**src/hdl/chtp_pkg.sv**
```systemverilog
// shared constants and codes for the chained hash table probe counter
package chtp_pkg;

  localparam int KEY_W     = 16;
  localparam int CNT_W     = 7;
  localparam int STATUS_W  = 2;
  localparam int ACTION_W  = 2;
  localparam int COMP_W    = 6;
  localparam int BUCKET_W  = 6;
  localparam int STEP_W    = $clog2(KEY_W + 1);

  localparam int DEF_NUM_BUCKETS = 64;
  localparam int DEF_CHAIN_DEPTH = 32;

  localparam logic [CNT_W-1:0] CNT_RESET = 7'd10;

  localparam logic [ACTION_W-1:0] ACT_INSERT = 2'd0;
  localparam logic [ACTION_W-1:0] ACT_SEARCH = 2'd1;
  localparam logic [ACTION_W-1:0] ACT_CLEAR  = 2'd2;

  localparam logic [STATUS_W-1:0] ST_OK        = 2'd0;
  localparam logic [STATUS_W-1:0] ST_NOT_FOUND = 2'd1;
  localparam logic [STATUS_W-1:0] ST_FULL      = 2'd2;

endpackage

```
**src/hdl/chtp_mod.sv**
```systemverilog
// iterative restoring remainder of the key by the bucket count, one bit per cycle
module chtp_mod (
  input  logic                       clk,
  input  logic                       rst_n,
  input  logic                       start,
  input  logic [chtp_pkg::KEY_W-1:0] dividend,
  input  logic [chtp_pkg::CNT_W-1:0] divisor,
  output logic                       done,
  output logic [chtp_pkg::CNT_W-1:0] rem
);
  import chtp_pkg::*;

  logic                busy_r, busy_nxt;
  logic                done_r, done_nxt;
  logic [STEP_W-1:0]   cnt_r, cnt_nxt;
  logic [KEY_W-1:0]    dvd_r, dvd_nxt;
  logic [CNT_W-1:0]    dvs_r, dvs_nxt;
  logic [CNT_W-1:0]    rem_r, rem_nxt;
  logic [CNT_W:0]      shl;

  always_comb begin
    busy_nxt = busy_r;
    done_nxt = 1'b0;
    cnt_nxt  = cnt_r;
    dvd_nxt  = dvd_r;
    dvs_nxt  = dvs_r;
    rem_nxt  = rem_r;
    shl      = {rem_r, dvd_r[KEY_W-1]};
    if (start) begin
      busy_nxt = 1'b1;
      cnt_nxt  = STEP_W'(KEY_W);
      dvd_nxt  = dividend;
      dvs_nxt  = divisor;
      rem_nxt  = '0;
    end else if (busy_r) begin
      if (shl >= {1'b0, dvs_r}) begin
        rem_nxt = CNT_W'(shl - {1'b0, dvs_r});
      end else begin
        rem_nxt = CNT_W'(shl);
      end
      dvd_nxt = {dvd_r[KEY_W-2:0], 1'b0};
      cnt_nxt = cnt_r - 1'b1;
      if (cnt_r == STEP_W'(1)) begin
        busy_nxt = 1'b0;
        done_nxt = 1'b1;
      end
    end
  end

  always_ff @(posedge clk) begin
    if (!rst_n) begin
      busy_r <= 1'b0;
      done_r <= 1'b0;
      cnt_r  <= '0;
    end else begin
      busy_r <= busy_nxt;
      done_r <= done_nxt;
      cnt_r  <= cnt_nxt;
    end
    dvd_r <= dvd_nxt;
    dvs_r <= dvs_nxt;
    rem_r <= rem_nxt;
  end

  assign done = done_r;
  assign rem  = rem_r;

endmodule

```
**config.mk**
```make
export PLATFORM = sky130hd
export DESIGN_NAME = chtp_mod
export DESIGN_NICKNAME = d
export VERILOG_FILES = /design/src/hdl/chtp_pkg.sv /design/src/hdl/chtp_mod.sv
export SDC_FILE = /design/constraint.sdc
export NUM_CORES = 1
export LEC_CHECK = 0
export BUFFER_PORTS_ARGS = -buffer_cell sky130_fd_sc_hd__buf_4
export CORE_MARGIN = 10
export CORE_UTILIZATION = 50
export DETAILED_ROUTE_END_ITERATION = 16
export PLACE_DENSITY_LB_ADDON = 0.2
export SLEW_MARGIN = 10
export SYNTH_ARGS = -nofsm -noshare
export SYNTH_HDL_FRONTEND = slang
export SYNTH_SLANG_ARGS = --single-unit
```
**constraint.sdc**
```tcl
create_clock -name clk -period 1.88 [get_ports clk]
set_clock_uncertainty 0.1 [all_clocks]
set_input_delay 0.188 -clock clk [delete_from_list [all_inputs] [get_ports clk]]
set_output_delay 0.188 -clock clk [all_outputs]
set_load 0.005 [all_outputs]
```
# Yosys cells after proc, flatten, opt, wreduce, memory -nomap -nowiden
# Cells that the tools add are included.
# W data, S select, Z words.
# totals
out_inout_bits	8
regBits	37
word_cells	25
# classes
order_cmp	1
muxes	9
reduce_logical	3
bitwise_logic	2
add_sub_neg	2
eq_ne	1
# ops
op	count
$mux W16	2
$mux W5	2
$ge A8 B7 Y1	1
$mux W7	1
$sub A7 B7 Y7	1
$eq A5 B1 Y1 const B	1
$sub A5 B1 Y5 const B	1
$mux W1	4
$reduce_or A3 Y1	1
$not A1 Y1	2
$reduce_bool A2 Y1	1
$reduce_or A2 Y1	1

# Longest topological paths before layout
# logic_depth
depth_word	4
depth_mapped	8
ltp_nobuf	8

# Least setup slack after synthesis
# Ideal clock, no wire load.
# synth_path
path_type	register to register
startpoint	reg dvd_r[15]
endpoint	reg rem_r[2], in the netlist rem[2]
required_ns	1.685
n_path_buf	0
arrival_time_ns	1.787
slack_ns	-0.103
setup_time_ns	0.095
path_stages_with_launch	9
cell_sequence	edfxtp_1 -> inv_1 -> ha_1 -> inv_1 -> fa_1 -> nand3_1 -> a31oi_1 -> or4_1 -> o311ai_1
# synth_between
elab_chain_len	2
elab_cells_between_ends	3
cone_classes	add/sub (1); order compare (1); mux (1)
# synth_rtl
item	line	rtl
start: declaration	chtp_mod.sv:16	logic [KEY_W-1:0] dvd_r, dvd_nxt;
start signal: assignment	chtp_mod.sv:60	dvd_r <= dvd_nxt;
$sub A7 B7 Y7 or $ge A8 B7 Y1 (tied branches)	chtp_mod.sv:37, chtp_mod.sv:36	
$mux W7 (*)	chtp_mod.sv:36	if (shl >= {1'b0, dvs_r}) begin
end signal: assignment	chtp_mod.sv:62	rem_r <= rem_nxt;
end: declaration	chtp_mod.sv:18	logic [CNT_W-1:0] rem_r, rem_nxt;
# Every way passes the cells marked *; elsewhere a longest branch is shown, timed or not.
# A chain may end at the register's enable or synchronous reset.

# Worst setup path in the final report
# Same ends and word-level chain as after synthesis.

==> impl_metrics.tcl <==
set metrics [dict create \
    die_x_um 82.0 \
    postLayoutCoreUtil_pct 68.8 \
    hp-class "in -> reg" \
    setup_tns_ps -101 \
    setup_slack_ps -42.1 \
    cp.arrival_ps 2020 \
    worstPathMaxFanout 4 \
    netlist_area_um2 1920 \
    die_h_um 82.0 \
    finalNonFillerCells 270 \
    drv_cap 0 \
    rsz0062_at_grt "true" \
    hold_viol_final 0 \
    drc 0 \
    die-area_um2 6730 \
    post_drt_wl_per_cell_um 15.8 \
    synthDistinctLibCells 48 \
    irDropWorstVdd_mv 0.504 \
    final_common_cell "buf_4" \
    syn_inst 168 \
    initial_core_util_pct 52.1 \
    tightest_slew_ps 351 \
    final-setup-viol-count 3 \
    cts_sinks 37 \
    wl_um 4260 \
    grt_first_pass_wirelength_um 6960 \
    firstDrtPassIters 4 \
    path_clk_slew_ps 80 \
    cts-root-buf "clkbuf_8" \
    period_needed_ps 1920 \
    max-slew-margin-rel_pct 76.4 \
    rows 22 \
    synth_nets 204 \
    fin_nets 257 \
    cts_buffers 5 \
    grt_usage_pct 13.4 \
    p_leak_nw 1.05 \
    vias_per_cell 5.49 \
    n_antenna_cell 0 \
    first_iter_violations 116 \
    ys_ff_latch 37 \
    power_mw 2.04 \
    async_flop_share_pct 0 \
    ys.flop_type "edfxtp_1" \
    seq_area_frac_synth_pct 50.5 \
    final.period_utilization_pct 102 \
    power-per-cell-area_nw_per_um2 802 \
    core_area_um2 3690 \
    cts_tree "done" \
    status "complete, but fails checks" \
    layout_common_cells "buf_4 (46), edfxtp_1 (23), mux2_2 (15), dfxtp_1 (14), inv_1 (13)" \
    place_inst 254 \
    overflow 0 \
    htreeDepth 2 \
    path_class "reg -> reg" \
    insertion_delay_ps 290 \
    gp_congestion 0.842 \
    max_freq_ghz 0.520 \
    finalMaxSlewViolations 0 \
    dp.final_hpwl_um 3040 \
    antenna_left 0 \
    worstSetupStartpointType "register" \
    io_buffers 33 \
    io_pins 34 \
    cts.path.max_buffers 2 \
    grt_start_max_net_pins 17 \
    reg2reg_slack_ps -40 \
    drive_gt1_share_pct 39.2 \
    vias 1482 \
    ys_warn_count 0 \
    synth_edf_count 23 \
    fillerInstances 294 \
    violations "negative setup slack" \
    worstPathRequired_ps 1980 \
    antenna_found_initial 0 \
    pre_cts_slack_ps -102 \
    area_delta_synth_final_pct 31.9 \
    syn_avg_cell_area_um2 11.4 \
    grt_pass1_vias 1529 \
    end_kind "register" \
]
-- registers in the layout, summed over array words and instances, names as in the netlist --
| signal | cells |
|---|---|
| dvd_r | 16 |
| dvs_r | 7 |
| rem | 7 |
| cnt_r | 5 |
| busy_r | 1 |
| done | 1 |
-- stage by stage --
step | instance area, um^2 | hold WS [ps]
floorplan | 1940 | 187
global placement | 2300 | 266
detailed placement | 2300 | 267
CTS | 2510 | 34.8
global route | 2540 | 58.0
finish | 2540 | 38.0
-- per-layer routing --
layer  part of all wire, %  vias to the layer above  wire [um]  track usage (%)
met3                   5.4                        6        230             5.02
met4                   1.4                        0         59             4.59
li1                      -                      732          -                -
met2                    53                       33       2260             23.6
met5                     0                        -          0                0
met1                    40                      711       1720             14.3
-- kinds of logic (layout without fill, tap and decap cells) --
| kind of cell | count (synthesis) | after routing | share of synthesized area [%] |
|---|---|---|---|
| adders and majority gates | 10 | 10 | 6.90 |
| DFF | 37 | 37 | 50.5 |
| buffers and inverters | 22 | 76 | 4.81 |
| and+or+nand+nor | 48 | 48 | 14.2 |
| xor gates and xnor gates | 7 | 7 | 3.19 |
| muxes | 15 | 15 | 8.78 |
| AOI/OAI and AO/OA | 29 | 29 | 11.6 |
-- power by group --
group | internal, mW | switching (mW) | leakage [nW]
clock | 0.379 | 0.280 | 0.0566
combinational | 0.218 | 0.190 | 0.644
sequential | 0.937 | 0.0321 | 0.345
-- cell type report --
| cell class | instances | area [um^2] | area share (%) |
|---|---|---|---|
| Multi-Input combinational cell | 109 | 923 | 36.4 |
| Inverter | 15 | 56.3 | 2.22 |
| Sequential cell | 37 | 971 | 38.3 |
| Timing Repair Buffer | 53 | 415 | 16.4 |
| Tap cell | 48 | 60.1 | 2.37 |
| Clock buffer | 8 | 111 | 4.39 |
-- worst paths after layout --
check,from,to,depth (start not counted)
max reg2reg,dvd_r[15],rem[2],8
min,rst_n,busy_r,2
max,dvd_r[15],rem[2],8
min reg2reg,cnt_r[1],cnt_r[1],2
-- cells in the mapped netlist (3+ instances only) --
master | instances | area share [%]
dfxtp_1 | 14 | 15
nand3_1 | 4 | 1.0
and3_1 | 9 | 2.9
mux2_2 | 15 | 8.8
nand2_1 | 8 | 1.6
a31oi_1 | 5 | 1.6
edfxtp_1 | 23 | 36
nor2b_1 | 3 | 0.98
nor2_1 | 7 | 1.4
ha_1 | 9 | 5.9
xnor2_1 | 6 | 2.7
nor3_1 | 3 | 0.78
inv_1 | 14 | 2.7
-- worst max-delay path: stages (launching register included) --
cell and delay [ps]:
edfxtp_1 390, inv_1 70, ha_2 180, inv_2 40, fa_2 360, nand3_4 100
a31oi_4 100, or4_1 410, o311ai_1 80
-- timing repair --
item | CTS | global route
setup endpoints to repair | 2 | 7
endpoints found under the hold margin | 7 | 0
pin swaps | 7 | 1
setup buffers | 1 | 0
hold buffers | 7 | 0
resized for setup | 7 | 4
Power figures use the tool's default switching activity.
